$ cat src/rtl/core/nsrg_pkg.sv
// ----------------------------------------------------------------------------
// nsrg_pkg: shared types and constants of the natural selection run generator
// Default sizes, fixed field widths and the command and status groups that
// pass between the controller and the datapath.
// ----------------------------------------------------------------------------
`default_nettype none

package nsrg_pkg;

   // Default sizes, used as the defaults of the top level's parameters.
   localparam int MEMORY_ENTRIES_DEF = 8;
   localparam int KEY_BITS_DEF       = 32;

   // Fixed widths of the record and run fields.
   localparam int REC_BITS = 32;
   localparam int RUN_BITS = 16;

   // Commands from the controller to the datapath.
   typedef struct packed {
      logic insert;      // take in the accepted record
      logic emit;        // send the smallest valid entry to the output register
      logic set_free;    // the emitted slot becomes the free slot
      logic run_end;     // the emitted record closes its run
      logic burst_last;  // the emitted record is the last of its transaction
      logic swap;        // the reservoir becomes memory
      logic restart;     // clear the valid bits, counts, free slot and last key
   } dp_cmd_type;

   // Status from the datapath to the controller.
   typedef struct packed {
      logic ins_full;      // the insert leaves memory full
      logic ins_flush;     // the insert fills the reservoir
      logic any_valid;     // memory holds at least one valid entry
      logic one_valid;     // memory holds exactly one valid entry
      logic res_nonempty;  // the reservoir holds at least one record
      logic out_free;      // the output register can take a result
   } dp_status_type;

endpackage

`default_nettype wire

$ cat src/rtl/core/nsrg_dp.sv
// ----------------------------------------------------------------------------
// nsrg_dp: datapath of the natural selection run generator
// Two key banks that trade the memory and reservoir roles, valid bits, the
// counters, a minimum search tree over memory and the output register.
// ----------------------------------------------------------------------------
`default_nettype none

module nsrg_dp #(
   parameter int MEMORY_ENTRIES = nsrg_pkg::MEMORY_ENTRIES_DEF,
   parameter int KEY_BITS       = nsrg_pkg::KEY_BITS_DEF
) (
   input  wire                                  clock,
   input  wire                                  reset,
   input  wire logic signed [nsrg_pkg::REC_BITS-1:0] req_record_value,
   input  wire nsrg_pkg::dp_cmd_type            cmd,
   output nsrg_pkg::dp_status_type              status,
   output logic signed [nsrg_pkg::REC_BITS-1:0] rsp_out_value,
   output logic [nsrg_pkg::RUN_BITS-1:0]        rsp_run_index,
   output logic                                 rsp_run_end,
   output logic                                 rsp_burst_last,
   output logic                                 rsp_valid,
   input  wire                                  rsp_ready
);

   localparam int SLOT_BITS   = $clog2(MEMORY_ENTRIES);
   localparam int CNT_BITS    = $clog2(MEMORY_ENTRIES + 1);
   localparam int TREE_LEAVES = 1 << SLOT_BITS;
   localparam logic [CNT_BITS-1:0] M_CNT  = CNT_BITS'(MEMORY_ENTRIES);
   localparam logic [CNT_BITS-1:0] M_LAST = CNT_BITS'(MEMORY_ENTRIES - 1);

   // Work state.
   logic signed [KEY_BITS-1:0] key_ff [2][MEMORY_ENTRIES];
   logic [MEMORY_ENTRIES-1:0]  valid_ff, valid_in;
   logic                       bank_ff, bank_in;
   logic [CNT_BITS-1:0]        fill_ff, fill_in;
   logic [CNT_BITS-1:0]        rc_ff, rc_in;
   logic [SLOT_BITS-1:0]       free_ff, free_in;
   logic signed [KEY_BITS-1:0] last_ff, last_in;
   logic [nsrg_pkg::RUN_BITS-1:0] run_ff, run_in;

   // Output register.
   logic signed [nsrg_pkg::REC_BITS-1:0] out_value_ff;
   logic [nsrg_pkg::RUN_BITS-1:0]        out_run_ff;
   logic                                 out_run_end_ff;
   logic                                 out_burst_last_ff;
   logic                                 out_valid_ff, out_valid_in;

   logic signed [KEY_BITS-1:0]           rec_key;
   logic signed [nsrg_pkg::REC_BITS-1:0] min_value;
   logic                                 fill_open;
   logic                                 key_ge_last;
   logic                                 wr_mem;
   logic                                 wr_bank;
   logic [SLOT_BITS-1:0]                 wr_addr;

   // Minimum search tree, laid out as a heap with the leaves at the bottom.
   logic signed [KEY_BITS-1:0] node_key [1:2*TREE_LEAVES-1];
   logic [SLOT_BITS-1:0]       node_idx [1:2*TREE_LEAVES-1];
   logic                       node_ok  [1:2*TREE_LEAVES-1];

   // Key width conversion of the incoming record and the outgoing key.
   generate
      if (KEY_BITS <= nsrg_pkg::REC_BITS) begin : g_key_narrow
         assign rec_key = req_record_value[KEY_BITS-1:0];
      end else begin : g_key_wide
         assign rec_key = {{(KEY_BITS - nsrg_pkg::REC_BITS)
                            {req_record_value[nsrg_pkg::REC_BITS-1]}}, req_record_value};
      end
      if (KEY_BITS >= nsrg_pkg::REC_BITS) begin : g_out_narrow
         assign min_value = node_key[1][nsrg_pkg::REC_BITS-1:0];
      end else begin : g_out_wide
         assign min_value = {{(nsrg_pkg::REC_BITS - KEY_BITS){node_key[1][KEY_BITS-1]}},
                             node_key[1]};
      end
   endgenerate

   // Smallest valid entry; on equal keys the lower slot wins.
   always_comb begin
      logic take_left;
      take_left = 1'b0;
      for (int i = 0; i < TREE_LEAVES; i++) begin
         node_idx[TREE_LEAVES + i] = SLOT_BITS'(i);
         if (i < MEMORY_ENTRIES) begin
            node_ok[TREE_LEAVES + i]  = valid_ff[i];
            node_key[TREE_LEAVES + i] = key_ff[bank_ff][i];
         end else begin
            node_ok[TREE_LEAVES + i]  = 1'b0;
            node_key[TREE_LEAVES + i] = '0;
         end
      end
      for (int n = TREE_LEAVES - 1; n >= 1; n--) begin
         take_left = node_ok[2*n] &&
                     (!node_ok[2*n+1] || (node_key[2*n] <= node_key[2*n+1]));
         node_ok[n]  = node_ok[2*n] || node_ok[2*n+1];
         node_key[n] = take_left ? node_key[2*n] : node_key[2*n+1];
         node_idx[n] = take_left ? node_idx[2*n] : node_idx[2*n+1];
      end
   end

   // Placement of an incoming record.
   assign fill_open   = (fill_ff != M_CNT);
   assign key_ge_last = (rec_key >= last_ff);
   assign wr_mem      = fill_open || key_ge_last;
   assign wr_bank     = wr_mem ? bank_ff : !bank_ff;
   assign wr_addr     = fill_open ? fill_ff[SLOT_BITS-1:0] :
                        (key_ge_last ? free_ff : rc_ff[SLOT_BITS-1:0]);

   // Status towards the controller.
   always_comb begin
      status.ins_full     = fill_open ? (fill_ff == M_LAST) : key_ge_last;
      status.ins_flush    = !fill_open && !key_ge_last && (rc_ff == M_LAST);
      status.any_valid    = (valid_ff != '0);
      status.one_valid    = (valid_ff != '0) &&
                            ((valid_ff & (valid_ff - MEMORY_ENTRIES'(1))) == '0);
      status.res_nonempty = (rc_ff != '0);
      status.out_free     = !out_valid_ff || rsp_ready;
   end

   // Next work state; per field, restart overrides swap, which overrides emit.
   always_comb begin
      valid_in = valid_ff;
      bank_in  = bank_ff;
      fill_in  = fill_ff;
      rc_in    = rc_ff;
      free_in  = free_ff;
      last_in  = last_ff;
      run_in   = run_ff;
      if (cmd.insert) begin
         if (fill_open) begin
            fill_in = fill_ff + CNT_BITS'(1);
         end
         if (wr_mem) begin
            valid_in[wr_addr] = 1'b1;
         end else begin
            rc_in = rc_ff + CNT_BITS'(1);
         end
      end
      if (cmd.emit) begin
         valid_in[node_idx[1]] = 1'b0;
         last_in = node_key[1];
         if (cmd.set_free) begin
            free_in = node_idx[1];
         end
         if (cmd.run_end) begin
            run_in = run_ff + nsrg_pkg::RUN_BITS'(1);
         end
      end
      if (cmd.swap) begin
         bank_in = !bank_ff;
         rc_in   = '0;
         for (int i = 0; i < MEMORY_ENTRIES; i++) begin
            valid_in[i] = (CNT_BITS'(i) < rc_ff);
         end
      end
      if (cmd.restart) begin
         valid_in = '0;
         fill_in  = '0;
         rc_in    = '0;
         free_in  = '0;
         last_in  = '0;
      end
   end

   // Output register: loaded on an emission, cleared when taken.
   always_comb begin
      if (cmd.emit) begin
         out_valid_in = 1'b1;
      end else if (rsp_ready) begin
         out_valid_in = 1'b0;
      end else begin
         out_valid_in = out_valid_ff;
      end
   end

   // Control registers.
   always_ff @(posedge clock) begin
      if (reset) begin
         valid_ff     <= '0;
         bank_ff      <= 1'b0;
         fill_ff      <= '0;
         rc_ff        <= '0;
         free_ff      <= '0;
         last_ff      <= '0;
         run_ff       <= '0;
         out_valid_ff <= 1'b0;
      end else begin
         valid_ff     <= valid_in;
         bank_ff      <= bank_in;
         fill_ff      <= fill_in;
         rc_ff        <= rc_in;
         free_ff      <= free_in;
         last_ff      <= last_in;
         run_ff       <= run_in;
         out_valid_ff <= out_valid_in;
      end
   end

   // Key banks, written at one address per cycle.
   always_ff @(posedge clock) begin
      if (cmd.insert) begin
         key_ff[wr_bank][wr_addr] <= rec_key;
      end
   end

   // Output payload.
   always_ff @(posedge clock) begin
      if (cmd.emit) begin
         out_value_ff      <= min_value;
         out_run_ff        <= run_ff;
         out_run_end_ff    <= cmd.run_end;
         out_burst_last_ff <= cmd.burst_last;
      end
   end

   assign rsp_out_value  = out_value_ff;
   assign rsp_run_index  = out_run_ff;
   assign rsp_run_end    = out_run_end_ff;
   assign rsp_burst_last = out_burst_last_ff;
   assign rsp_valid      = out_valid_ff;

endmodule

`default_nettype wire

$ cat src/rtl/core/nsrg_ctrl.sv
// ----------------------------------------------------------------------------
// nsrg_ctrl: controller of the natural selection run generator
// Accepts one record at a time and sequences the single emission or the
// memory and reservoir flushes that it causes.
// ----------------------------------------------------------------------------
`default_nettype none

module nsrg_ctrl (
   input  wire                          clock,
   input  wire                          reset,
   input  wire                          req_valid,
   input  wire                          req_end_of_input,
   output logic                         req_ready,
   input  wire nsrg_pkg::dp_status_type status,
   output nsrg_pkg::dp_cmd_type         cmd
);

   localparam logic [2:0] S_IDLE       = 3'd0;
   localparam logic [2:0] S_FLUSH_SWAP = 3'd1;
   localparam logic [2:0] S_FLUSH_END  = 3'd2;
   localparam logic [2:0] S_FLUSH_RES  = 3'd3;
   localparam logic [2:0] S_EMIT_ONE   = 3'd4;

   logic [2:0] state_ff, state_in;
   logic       eoi_ff, eoi_in;
   logic       accept;

   assign req_ready = (state_ff == S_IDLE);
   assign accept    = req_valid && req_ready;

   // Sequencing of the results caused by one transaction.
   always_comb begin
      cmd      = '0;
      state_in = state_ff;
      eoi_in   = eoi_ff;
      unique case (state_ff)
         S_IDLE: begin
            if (accept) begin
               cmd.insert = 1'b1;
               eoi_in     = req_end_of_input;
               if (status.ins_flush) begin
                  state_in = S_FLUSH_SWAP;
               end else if (req_end_of_input) begin
                  state_in = S_FLUSH_END;
               end else if (status.ins_full) begin
                  state_in = S_EMIT_ONE;
               end
            end
         end
         S_FLUSH_SWAP: begin
            // The reservoir is full: close the run, then swap roles.
            if (!status.any_valid) begin
               cmd.swap = 1'b1;
               state_in = eoi_ff ? S_FLUSH_END : S_EMIT_ONE;
            end else if (status.out_free) begin
               cmd.emit = 1'b1;
               if (status.one_valid) begin
                  cmd.run_end = 1'b1;
                  cmd.swap    = 1'b1;
                  state_in    = eoi_ff ? S_FLUSH_END : S_EMIT_ONE;
               end
            end
         end
         S_FLUSH_END: begin
            // End of input: drain memory as the end of the current run.
            if (!status.any_valid) begin
               if (status.res_nonempty) begin
                  cmd.swap = 1'b1;
                  state_in = S_FLUSH_RES;
               end else begin
                  cmd.restart = 1'b1;
                  state_in    = S_IDLE;
               end
            end else if (status.out_free) begin
               cmd.emit = 1'b1;
               if (status.one_valid) begin
                  cmd.run_end = 1'b1;
                  if (status.res_nonempty) begin
                     cmd.swap = 1'b1;
                     state_in = S_FLUSH_RES;
                  end else begin
                     cmd.burst_last = 1'b1;
                     cmd.restart    = 1'b1;
                     state_in       = S_IDLE;
                  end
               end
            end
         end
         S_FLUSH_RES: begin
            // End of input: drain the former reservoir as a run of its own.
            if (!status.any_valid) begin
               cmd.restart = 1'b1;
               state_in    = S_IDLE;
            end else if (status.out_free) begin
               cmd.emit = 1'b1;
               if (status.one_valid) begin
                  cmd.run_end    = 1'b1;
                  cmd.burst_last = 1'b1;
                  cmd.restart    = 1'b1;
                  state_in       = S_IDLE;
               end
            end
         end
         S_EMIT_ONE: begin
            // Regular step: emit the minimum and free its slot.
            if (!status.any_valid) begin
               state_in = S_IDLE;
            end else if (status.out_free) begin
               cmd.emit       = 1'b1;
               cmd.set_free   = 1'b1;
               cmd.burst_last = 1'b1;
               state_in       = S_IDLE;
            end
         end
         default: begin
            state_in = S_IDLE;
         end
      endcase
   end

   // State registers.
   always_ff @(posedge clock) begin
      if (reset) begin
         state_ff <= S_IDLE;
         eoi_ff   <= 1'b0;
      end else begin
         state_ff <= state_in;
         eoi_ff   <= eoi_in;
      end
   end

endmodule

`default_nettype wire

$ cat src/rtl/core/natural_selection_run_generator.sv
// A transaction that emits one record waits in S_EMIT_ONE for a free output
// register, then loads it. The controller accepts the next record only once
// that emission is made; a flush emits one record per cycle from the minimum
// tree while the output register is free, up to 2*MEMORY_ENTRIES-1 results.
// Reset: synchronous; clears control state and counters, no clearing pass.
// ----------------------------------------------------------------------------
// natural_selection_run_generator: run generator for external sorting
// Natural selection with a memory and a reservoir of MEMORY_ENTRIES records;
// emits sorted runs with run numbers, run end and transaction end marks.
// ----------------------------------------------------------------------------
`default_nettype none

module natural_selection_run_generator #(
   parameter int MEMORY_ENTRIES = nsrg_pkg::MEMORY_ENTRIES_DEF,
   parameter int KEY_BITS       = nsrg_pkg::KEY_BITS_DEF
) (
   input  wire                                       clock,
   input  wire                                       reset,
   input  wire logic signed [nsrg_pkg::REC_BITS-1:0] req_record_value,
   input  wire                                       req_end_of_input,
   input  wire                                       req_valid,
   output logic                                      req_ready,
   output logic signed [nsrg_pkg::REC_BITS-1:0]      rsp_out_value,
   output logic [nsrg_pkg::RUN_BITS-1:0]             rsp_run_index,
   output logic                                      rsp_run_end,
   output logic                                      rsp_burst_last,
   output logic                                      rsp_valid,
   input  wire                                       rsp_ready
);

   nsrg_pkg::dp_cmd_type    cmd;
   nsrg_pkg::dp_status_type status;

   // Controller.
   nsrg_ctrl u_ctrl (
      .clock            (clock),
      .reset            (reset),
      .req_valid        (req_valid),
      .req_end_of_input (req_end_of_input),
      .req_ready        (req_ready),
      .status           (status),
      .cmd              (cmd)
   );

   // Datapath.
   nsrg_dp #(
      .MEMORY_ENTRIES (MEMORY_ENTRIES),
      .KEY_BITS       (KEY_BITS)
   ) u_dp (
      .clock            (clock),
      .reset            (reset),
      .req_record_value (req_record_value),
      .cmd              (cmd),
      .status           (status),
      .rsp_out_value    (rsp_out_value),
      .rsp_run_index    (rsp_run_index),
      .rsp_run_end      (rsp_run_end),
      .rsp_burst_last   (rsp_burst_last),
      .rsp_valid        (rsp_valid),
      .rsp_ready        (rsp_ready)
   );

endmodule

`default_nettype wire

$ cat config.mk
export PLATFORM = sky130hd
export DESIGN_NAME = natural_selection_run_generator
export DESIGN_NICKNAME = d
export VERILOG_FILES = /design/src/rtl/core/nsrg_pkg.sv /design/src/rtl/core/nsrg_dp.sv /design/src/rtl/core/nsrg_ctrl.sv /design/src/rtl/core/natural_selection_run_generator.sv
export SDC_FILE = /design/constraint.sdc
export NUM_CORES = 1
export LEC_CHECK = 0
export BUFFER_PORTS_ARGS = -buffer_cell sky130_fd_sc_hd__buf_4
export CAP_MARGIN = 0
export CORE_ASPECT_RATIO = 0.7
export CORE_MARGIN = 2
export CORE_UTILIZATION = 54
export CTS_CLUSTER_SIZE = 14
export DETAILED_ROUTE_END_ITERATION = 7
export GPL_TIMING_DRIVEN = 0
export PLACE_DENSITY = 0.77
export SLEW_MARGIN = 20
export SYNTH_ARGS = -nofsm -noshare
export SYNTH_HDL_FRONTEND = slang
export SYNTH_SLANG_ARGS = --single-unit
export TNS_END_PERCENT = 20
$ cat constraint.sdc
create_clock -name clock -period 10.8 [get_ports clock]
set_input_delay 1.08 -clock clock [delete_from_list [all_inputs] [get_ports clock]]
set_output_delay 1.08 -clock clock [all_outputs]
set_load 0.01 [all_outputs]
# [After elaboration in Yosys (flattened, before gate mapping)]
# Memory sizes are Yosys's and may differ from the RTL's. A register that Yosys moved wholly into a read port is not among the register bits.
# Cells that the tools add are included.
[word_totals] register_bits=123 mem_bits_rw=512 input_bits=37 wordCells=194 mem_count=1
[mem_list] name="u_dp.key_ff" depth=2 width=256 rd=1 rd_clocked_by_memory_dff=1 wr=1 line="nsrg_dp.sv:32" source="logic signed [KEY_BITS-1:0] key_ff [2][MEMORY_ENTRIES];"
[op_classes] addsub=4 order_cmp=22 eq_ne=16 mux=77 bitwise=6 reduce_logical=54
[op_table] operator="$mux W256" count=1
[op_table] operator="$mux W32" count=8
[op_table] operator="$le A32 B32 Y1" count=7
[op_table] operator="$demux W32 S3" count=1
[op_table] operator="$mux W3" count=21
[op_table] operator="$ge A32 B32 Y1" count=1
[op_table] operator="$mux W8" count=4
[op_table] operator="$mux W1" count=24
[op_table] operator="$ne A3 B3 Y1 const B" count=7
[op_table] operator="$add A16 B1 Y16 const B" count=1
[op_table] operator="$and A8 B8 Y8" count=2
[op_table] operator="$lt A3 B4 Y1 const A" count=4
[op_table] operator="$mux W2" count=8
[op_table] operator="$logic_or A1 B1 Y1" count=15
[op_table] operator="$pmux W3 S5" count=1
[op_table] operator="$logic_and A1 B1 Y1" count=14
[op_table] operator="$logic_not A1 Y1" count=11
[op_table] operator="$reduce_and A2 Y1" count=5
[op_table] operator="$reduce_and A9 Y1" count=1
[op_table] operator="$add A4 B1 Y4 const B" count=2
[op_table] operator="$eq A4 B3 Y1 const B" count=2
[op_table] operator="$logic_not A8 Y1" count=1
[op_table] operator="$lt A1 B4 Y1 const A" count=2
[op_table] operator="$lt A2 B4 Y1 const A" count=2
[op_table] operator="other kinds (24)" count=34

# [Longest topological paths before layout]
# Gate-level depths: netlist of the first run.
[logic_depth] word_depth=20 mapped_depth=42 depth_no_buf=31

# [Hierarchy]
# From an unflattened synthesis of the first run, not the netlist that was laid out.
[unflattened] hier_cells=2543 area_unflattened_um2=33701.1
[modules_own_cells] mod="nsrg_dp" instances=1 cells_each=2485 area_each_um2=33303.2 seq_area_each_um2=18277.5
[modules_own_cells] mod="nsrg_ctrl" instances=1 cells_each=58 area_each_um2=397.9 seq_area_each_um2=80.1

# [Worst setup path after synthesis of the first run]
# OpenSTA, ideal clock, no wires.
[synth_timing] path_kind="register to register" from="register with a tool-made name" to="register u_dp.out_value_ff (netlist bit u_dp.rsp_out_value[10]), data pin" setup_time_ns=0.272 t_arrival_ns=8.671 required_time_ns=10.528 path_slack_ns=1.857 stages_incl_launch_ff=39 path_buffers=11 period_less_slack_ns=8.943 path_cell_list="dfxtp_1 -> clkbuf_1 -> buf_2 -> buf_1 -> clkbuf_1 -> mux2i_1 -> inv_1 -> ha_1 -> nand4_1 -> nor4_1 -> o311ai_0 -> a31o_1 -> and3_1 -> clkbuf_1 -> buf_2 -> a221oi_1 -> inv_1 -> ha_1 -> (+3 left out) -> o31a_1 -> o211ai_1 -> o21ai_0 -> clkbuf_1 -> buf_2 -> mux2i_1 -> inv_1 -> ha_1 -> and4_1 -> or4b_1 -> o221ai_2 -> a2111oi_0 -> a211oi_1 -> or2_1 -> buf_6 -> buf_2 -> buf_2 -> mux2i_1"
[synth_rtl] item="end signal, assigned" line="nsrg_dp.sv:208" source="out_value_ff <= min_value;"
[synth_rtl] item="end, declared" line="nsrg_dp.sv:42" source="logic signed [nsrg_pkg::REC_BITS-1:0] out_value_ff;"

==> results.tsv, run 1 <==
metric	value	unit
netlist_top_cells_count	edfxtp_1, mux2i_1, ha_1	
critPathCaptureType	flop	
netlist-cell-type-count	86	
power.density	146	nW/um^2
first_pass_iters	5	
synth_area	33000	um^2
clock-root-buffer	clkbuf_16	
dp_cells	3558	
ys_ff_latch	636	
overflow	0	
maxCapViolCount	0	
ys_top_cells_by_area	edfxtp_1, ha_1, mux2i_1	
drt_wl_total	91900	um
async_reset_ff_frac	0	
h-tree-depth	2	
antenna_found_initial	4	
vias_per_cell	6.31	
ys_warn_count	0	
tns	0	ps
setup_slack	265	ps
p_leak	13.8	nW
avgSynthCellArea	12.5	um^2
slew_violations	0	
clk_path_buf_depth	3	
skew	39.1	ps
switching_share	0.252	
r2r_setup_slack	270	ps
p_int	4.13	mW
yosys.area.top_type	edfxtp_1	
fin_crit_sh	0.975	
fin_crit	10530	ps
cts.sinks	636	
pin_count	89	
dp_slack	-2750	ps
start_util	0.549	
seqPwrFrac	0.498	
std_cell_rows	75	
setup_viol	0	
synth_fp_nets	2941	
fin_total_pwr	5.52	mW
max_slew_margin	0.290	
ys_seq_area_frac	0.556	
wire_per_inst	24.8	um
p_sw	1.39	mW
synth_edf_count	562	
cts_buffers	60	
whs	463	ps
path_class	reg -> reg	
max_stage_delay	590	ps
area.growth.synth_to_final	14.8	%
clk_latency	640	ps
cp.arrival	10950	ps
max_slew.worst_pin.slew	1060	ps
remaining_drc_errors	0	
dieArea	63200	um^2
power_frac_clock	0.381	
drt_iter0_drc	2581	
cp.required	11220	ps
dp_hpwl	67900	um
clk_pin_slew	60	ps
cts_tree	yes	
grt_pass1_vias	22800	
postRouteAntennaNets	0	
drive_gt1_frac	0.184	
stdcell_count	3697	
place_congestion	0.953	
outcome	finished, final reports clean	
synth_flop_cell	edfxtp_1	
core_area	60200	um^2
startpoint_type	flop	
hp-class	reg -> reg	
grt_pass1_wl	136000	um
cp_max_fo	10	
fp.dieW	300	um
grt_usage	0.286	
fmax	94.9	MHz
cp_slowest_cell	or4b_1	
via_count	23300	
netlist_instances	2643	
nets	3135	
comb_power_share	0.122	
path_common_cell	buf_4	
hold_viol_final	0	
vdd_drop_max	0.116	mV
grt_max_degree	31	
hp-start	u_dp.run_ff[15]$_SDFFE_PP0P_	
synth.most_common_cell	edfxtp_1	
die_y	211	um
port_buffers	87	
synth_top_area_frac	0.511	
-- metrics by stage --
stage / util / area (um^2)
after floorplan: - / 33000
after global placement: 0.577 / 34700
after detailed placement: 0.587 / 35300
after CTS: 0.623 / 37500
after global routing: 0.630 / 37900
final: 0.630 / 37900
-- final cells by class --
type / instances / area (um^2)
antenna: 2 / 5.00
buffer: 117 / 648
clock buffer: 82 / 1690
clock inverter: 30 / 263
fill: 4419 / 22200
inverter: 181 / 679
multi-input combinational: 1708 / 13900
sequential: 636 / 18400
tap: 808 / 1010
timing repair buffer: 133 / 1350
-- worst max-delay path: cells and delay by family, from the launching register on --
family | cells | cell delay, ps
buf+inv | 13 | 2880
flops | 1 | 470
compound gates | 9 | 2320
simple gates | 10 | 2530
fa+ha+maj | 3 | 970
mux | 3 | 1110
-- per-layer routing --
metal | wire length [um] | track usage
met5 | 0 | 0
met4 | 2670 | 0.0833
met3 | 9570 | 0.0488
met2 | 40500 | 0.441
met1 | 39200 | 0.418
-- cells in the final DEF, fill, tap and decap left out, types with 12 or more instances in the layout --
| cell type | netlist | routed |
|---|---|---|
| nor2_1 | 140 | 123 |
| mux2i_2 | 0 | 16 |
| mux2_2 | 99 | 99 |
| nor3_1 | 42 | 41 |
| nor2_4 | 1 | 17 |
| a221oi_1 | 39 | 29 |
| a22oi_2 | 0 | 21 |
| nand2_1 | 120 | 120 |
| clkinv_2 | 0 | 12 |
| a21o_1 | 12 | 12 |
| xor2_1 | 12 | 12 |
| a21oi_1 | 220 | 220 |
| buf_4 | 4 | 125 |
| buf_2 | 30 | 25 |
| edfxtp_1 | 562 | 562 |
| nand3_1 | 71 | 71 |
| clkbuf_1 | 56 | 52 |
| mux2i_1 | 263 | 243 |
| clkbuf_16 | 0 | 61 |
| o21ai_0 | 75 | 74 |
| buf_16 | 0 | 13 |
| clkbuf_2 | 0 | 16 |
| dfxtp_1 | 74 | 73 |
| and2_1 | 34 | 34 |
| ha_1 | 261 | 261 |
| inv_1 | 181 | 180 |
| a22oi_1 | 33 | 12 |
| o221ai_2 | 31 | 31 |
| nand4_1 | 60 | 60 |
-- worst paths after layout --
check	end	depth (start not counted)
min	u_dp.rsp_run_index[15]$_DFFE_PP_	0
min reg2reg	u_dp.rsp_run_index[15]$_DFFE_PP_	0
max reg2reg	u_dp.rsp_out_value[8]$_DFFE_PP_	38
max	u_dp.rsp_out_value[8]$_DFFE_PP_	38
-- power groups by stage --
stage	logic (mW)	registers [mW]	clock network, mW
finish	0.673	2.75	2.10
global route	0.721	2.75	2.21
CTS	0.640	2.75	2.11
detailed placement	0.623	2.80	0
global placement	0.584	2.80	0
floorplan	0.382	2.80	0
-- sequential cells by signal, summed over array words and instances, names as in the netlist, 3 cells and up, named ones only --
register / count
u_dp.rsp_run_index: 16
u_dp.free_ff: 3
u_dp.last_ff: 32
u_ctrl.state_ff: 3
u_dp.run_ff: 16
u_dp.key_ff: 512
u_dp.valid_ff: 8
u_dp.rc_ff: 4
u_dp.rsp_out_value: 32
u_dp.fill_ff: 4
-- cells by family (layout without fill, tap and decap cells) --
kind of cell               after synthesis  count (layout)  share of synthesized area
other                                    0               2                          0
buffers and inverters                  299             543                     0.0369
adders and majority gates              262             262                     0.0992
AOI/OAI and AO/OA                      505             505                      0.104
muxes                                  363             363                      0.114
xor gates and xnor gates                22              22                    0.00584
and+or+nand+nor                        556             556                     0.0844
DFF                                    636             636                      0.556
-- what timing repair did --
item                                    CTS  global route
endpoints found under the setup margin   75            75
setup buffers                             2            24
hold buffers                              0             0
resized for setup                        90            71
pin swaps                                 2            15
No activity file was read; power rests on OpenSTA's default activity.
==> inputs of run 2 (changes only) <==
- CORE_UTILIZATION: 54 -> 35
- PLACE_DENSITY: 0.77 -> 0.56
==> run 2 against run 1 <==
Global-route usage fell by 8.2 points; die area up 53%; power rose by 5.5%; non-clock buffer count rose by 2; cell area rose by 2.9%; cell count grew 12%; critical path depth is 4 lower; critical endpoint is now u_dp.rsp_out_value[13]$_DFFE_PP_; highest routed layer is now met5.
==> results.tsv, run 2 (synthesized netlist as in run 1, its figures left out) <==
metric	value	unit
met1_usage	0.300	
skew	23.4	ps
final_common_cell	edfxtp_1	
postLayoutCoreUtil	0.416	
crit_buf_inv	10	
dieArea	96800	um^2
grt_pass1_vias	22700	
std_cell_rows	94	
dp_hpwl	74400	um
die_y	261	um
hold_buffers	0	
clk_pin_slew	60	ps
regMostFlops	u_dp.key_ff	
hp-class	reg -> reg	
cts_tree	yes	
whs	462	ps
grt_max_degree	32	
remaining_drc_errors	0	
cp_slowest_cell	or4b_1	
setup_viol	0	
start_util	0.352	
hold_viol_final	0	
max_slew_margin	0.334	
maxCapViolCount	0	
p_leak	14.0	nW
fin_crit	10580	ps
fmax	94.5	MHz
cp.arrival	11010	ps
grt_util_met2	0.308	
overflow	0	
area.growth.synth_to_final	18.2	%
drive_gt1_frac	0.194	
first_pass_iters	5	
nets	3146	
grt_pass1_wl	146000	um
final_cell_mix	edfxtp_1, ha_1, mux2i_1	
clk_path_buf_depth	3	
clk_latency	650	ps
cp_max_fo	10	
port_buffers	87	
max_stage_delay	610	ps
r2r_setup_slack	220	ps
fp.dieW	371	um
vdd_drop_max	0.119	mV
outcome	finished, final reports clean	
drt_wl_total	99500	um
cp.required	11230	ps
multi_input_area	14100	um^2
path_class	reg -> reg	
fillers	8556	
via_count	22800	
core_area	93700	um^2
postRouteAntennaNets	0	
fin_crit_sh	0.979	
drt_iter0_drc	2658	
power.density	149	nW/um^2
regArea	18400	um^2
wire_per_inst	24.0	um
max_slew.worst_pin.slew	995	ps
largest_reg_flops	512	
top_usage_layer	met2	
slew_violations	0	
grt_usage	0.204	
cts_buffers	69	
place_congestion	0.956	
critPathCaptureType	flop	
gr-usage-met3	0.0387	
cts.sinks	636	
critical-path-top-delay-family	compound AO/OA/AOI/OAI gates	
h-tree-depth	3	
startpoint_type	flop	
antenna_found_initial	4	
clock-root-buffer	clkbuf_16	
pin_count	89	
vias_per_cell	5.50	
[run 2: where the power goes]
part	internal (mW)	switching, mW
clock	1.34	1.02
combinational	0.256	0.463
sequential	2.73	0.0180
total	4.32	1.50
[run 2: cell type report]
cell class                      count  share of cell area
Sequential cell                   636               0.470
Multi-Input combinational cell   1708               0.363
Clock buffer                       86              0.0480
Tap cell                         1248              0.0400
Timing Repair Buffer              136              0.0345
Buffer                            116              0.0180
Inverter                          181              0.0175
Clock inverter                     40             0.00901
Antenna cell                        1           0.0000641
[run 2: through the flow]
stage	TNS, ps	setup WS [ps]	instances	instance area [um^2]	power (mW)
final	0	223	4152	39000	5.83
after global routing	-30.3	-16.9	4151	39000	6.04
after CTS	0	5.65	4128	38600	5.86
after detailed placement	-234600	-3750	3997	35800	3.45
after global placement	-225340	-3620	3978	35200	3.42
after floorplan	0	1860	2643	33000	3.18
[run 2: tightest hold or removal path, cell delays in order (launching register included)]
cell and delay [ps]:
dfxtp_1 310, nand2_1 50, a21oi_1 50
[run 2: worst paths after layout]
| kind | to | start | cells past startpoint |
|---|---|---|---|
| worst max-delay path | u_dp.rsp_out_value[13]$_DFFE_PP_ | flop | 34 |
| worst min-delay path | u_dp.free_ff[1]$_SDFFE_PP0P_ | u_dp.free_ff[1]$_SDFFE_PP0P_ | 2 |
| worst max register to register | u_dp.rsp_out_value[13]$_DFFE_PP_ | flop | 34 |
| worst min register to register | u_dp.free_ff[1]$_SDFFE_PP0P_ | u_dp.free_ff[1]$_SDFFE_PP0P_ | 2 |
[run 2: timing repair]
| item | CTS | global route |
|---|---|---|
| endpoints found under the setup margin | 75 | 75 |
| setup buffers | 6 | 24 |
| hold endpoints to repair | 0 | 0 |
| gates cloned | 0 | 0 |
| gates resized for setup | 150 | 64 |
| pin swaps | 7 | 14 |
[run 2: metal layers]
layer  vias to the layer above  share of wire
met5                         -       0.000090
met4                         2          0.023
met3                       156          0.076
met2                       816           0.43
met1                     11400           0.47
li1                      10500              -
==> inputs of run 3 (changes only) <==
- CORE_UTILIZATION: 35 -> 30
- PLACE_DENSITY: 0.56 -> 0.5
==> run 3 against run 2 <==
Sequential power about the same; hold slack improved by 11 ps; critical path depth increased by 5; sequential cell count unchanged; die area increased by 16%; highest routed layer unchanged; clock skew increased by 13 ps; cell count increased by 4.6%; sequential share of layout area decreased by 0.43 points; utilization decreased by 5.4 points; power increased by 0.91%.
==> results.tsv, run 3 (synthesized netlist as in run 1, its figures left out) <==
metric	value	unit
grt_pass1_vias	21600	
vdd_drop_max	0.105	mV
dp_slack	-3620	ps
critPathCaptureType	flop	
regMostFlops	u_dp.key_ff	
core_area	109000	um^2
clock-root-buffer	clkbuf_16	
h-tree-depth	3	
tns	0	ps
drt_wl_total	101000	um
slew_violations	0	
antenna_cells	0	
nets	3150	
maxCapViolCount	0	
wire_per_inst	23.3	um
fin_crit_sh	0.985	
start_util	0.303	
grt_pass1_wl	148000	um
vias_per_cell	5.14	
overflow	0	
drive_gt1_frac	0.198	
dp_hpwl	76200	um
clk_latency	650	ps
gr-usage-met3	0.0341	
fin_total_pwr	5.88	mW
fmax	94.0	MHz
postRouteAntennaNets	0	
antenna_found_initial	9	
hold_buffers	0	
setup_viol	0	
largest_reg_flops	512	
place_congestion	0.859	
final_common_cell	edfxtp_1	
cts_tree	yes	
die_y	282	um
path_class	reg -> reg	
remaining_drc_errors	0	
area.growth.synth_to_final	19.3	%
first_pass_iters	5	
via_count	22300	
fp.dieW	401	um
fin_crit	10630	ps
startpoint_type	flop	
max_stage_delay	570	ps
outcome	finished, final reports clean	
max_slew_margin	0.261	
clk_path_buf_depth	3	
cp_slowest_cell	or4_1	
top_usage_layer	met1	
met1_usage	0.279	
std_cell_rows	101	
grt_usage	0.178	
cp.arrival	11040	ps
hp-start	u_ctrl.eoi_ff$_SDFFE_PP0P_	
hold_viol_final	0	
p_leak	14.0	nW
drt_iter0_drc	2189	
r2r_setup_slack	170	ps
grt_util_met2	0.252	
pin_count	89	
clk_pin_slew	60	ps
cts_buffers	69	
cp.required	11210	ps
cp_max_fo	10	
hp-class	reg -> reg	
max_slew.worst_pin.slew	1100	ps
dieArea	113000	um^2
skew	36.8	ps
power.density	149	nW/um^2
final_cell_mix	edfxtp_1, ha_1, mux2i_1	
port_buffers	87	
grt_max_degree	30	
setup_slack	166	ps
cts.sinks	636	
run 3: final cells by class:
type	count	area [um^2]
fill	10600	69400
clock inverter	31	363
timing repair buffer	139	1320
buffer	117	712
clock buffer	90	1870
multi-input combinational	1708	14300
inverter	181	682
sequential	636	18400
tap	1442	1800
run 3: final timing paths:
path                                      end  depth (start not counted)
max          u_dp.rsp_out_value[13]$_DFFE_PP_                         39
max reg2reg  u_dp.rsp_out_value[13]$_DFFE_PP_                         39
min reg2reg        u_ctrl.eoi_ff$_SDFFE_PP0P_                          2
min                u_ctrl.eoi_ff$_SDFFE_PP0P_                          2
run 3: routing by layer:
metal,part of all wire,up-vias,wire [um]
met5,0.000099,-,10
met2,0.40,616,41000
li1,-,10500,-
met3,0.069,108,7040
met4,0.016,2,1610
met1,0.51,11100,51700
run 3: critical path: cells and delay by family, from the launching register on:
family / cells / cell delay [ps]
AOI/OAI and AO/OA: 16 / 3570
adders and majority gates: 3 / 930
buffers and inverters: 11 / 2880
and+or+nand+nor: 7 / 1730
DFF: 1 / 480
muxes: 2 / 740
run 3: report_power, final:
group / total (mW) / switching, mW / internal (mW)
Sequential: 2.75 / 0.0177 / 2.73
Clock: 2.42 / 1.01 / 1.41
Combinational: 0.716 / 0.462 / 0.253
Total: 5.88 / 1.49 / 4.39
run 3: what timing repair did:
action / CTS / global route
gates cloned: 0 / 0
setup endpoints to repair: 75 / 75
pin swaps: 14 / 11
resized for setup: 160 / 78
setup buffers: 24 / 11
run 3: per-stage QoR:
stage	util	cells	hold slack [ps]	area, um^2
floorplan	-	2643	428	33000
global placement	0.326	4172	454	35500
detailed placement	0.331	4189	458	36000
CTS	0.359	4333	473	39000
global route	0.362	4344	483	39400
finish	0.362	4344	473	39400
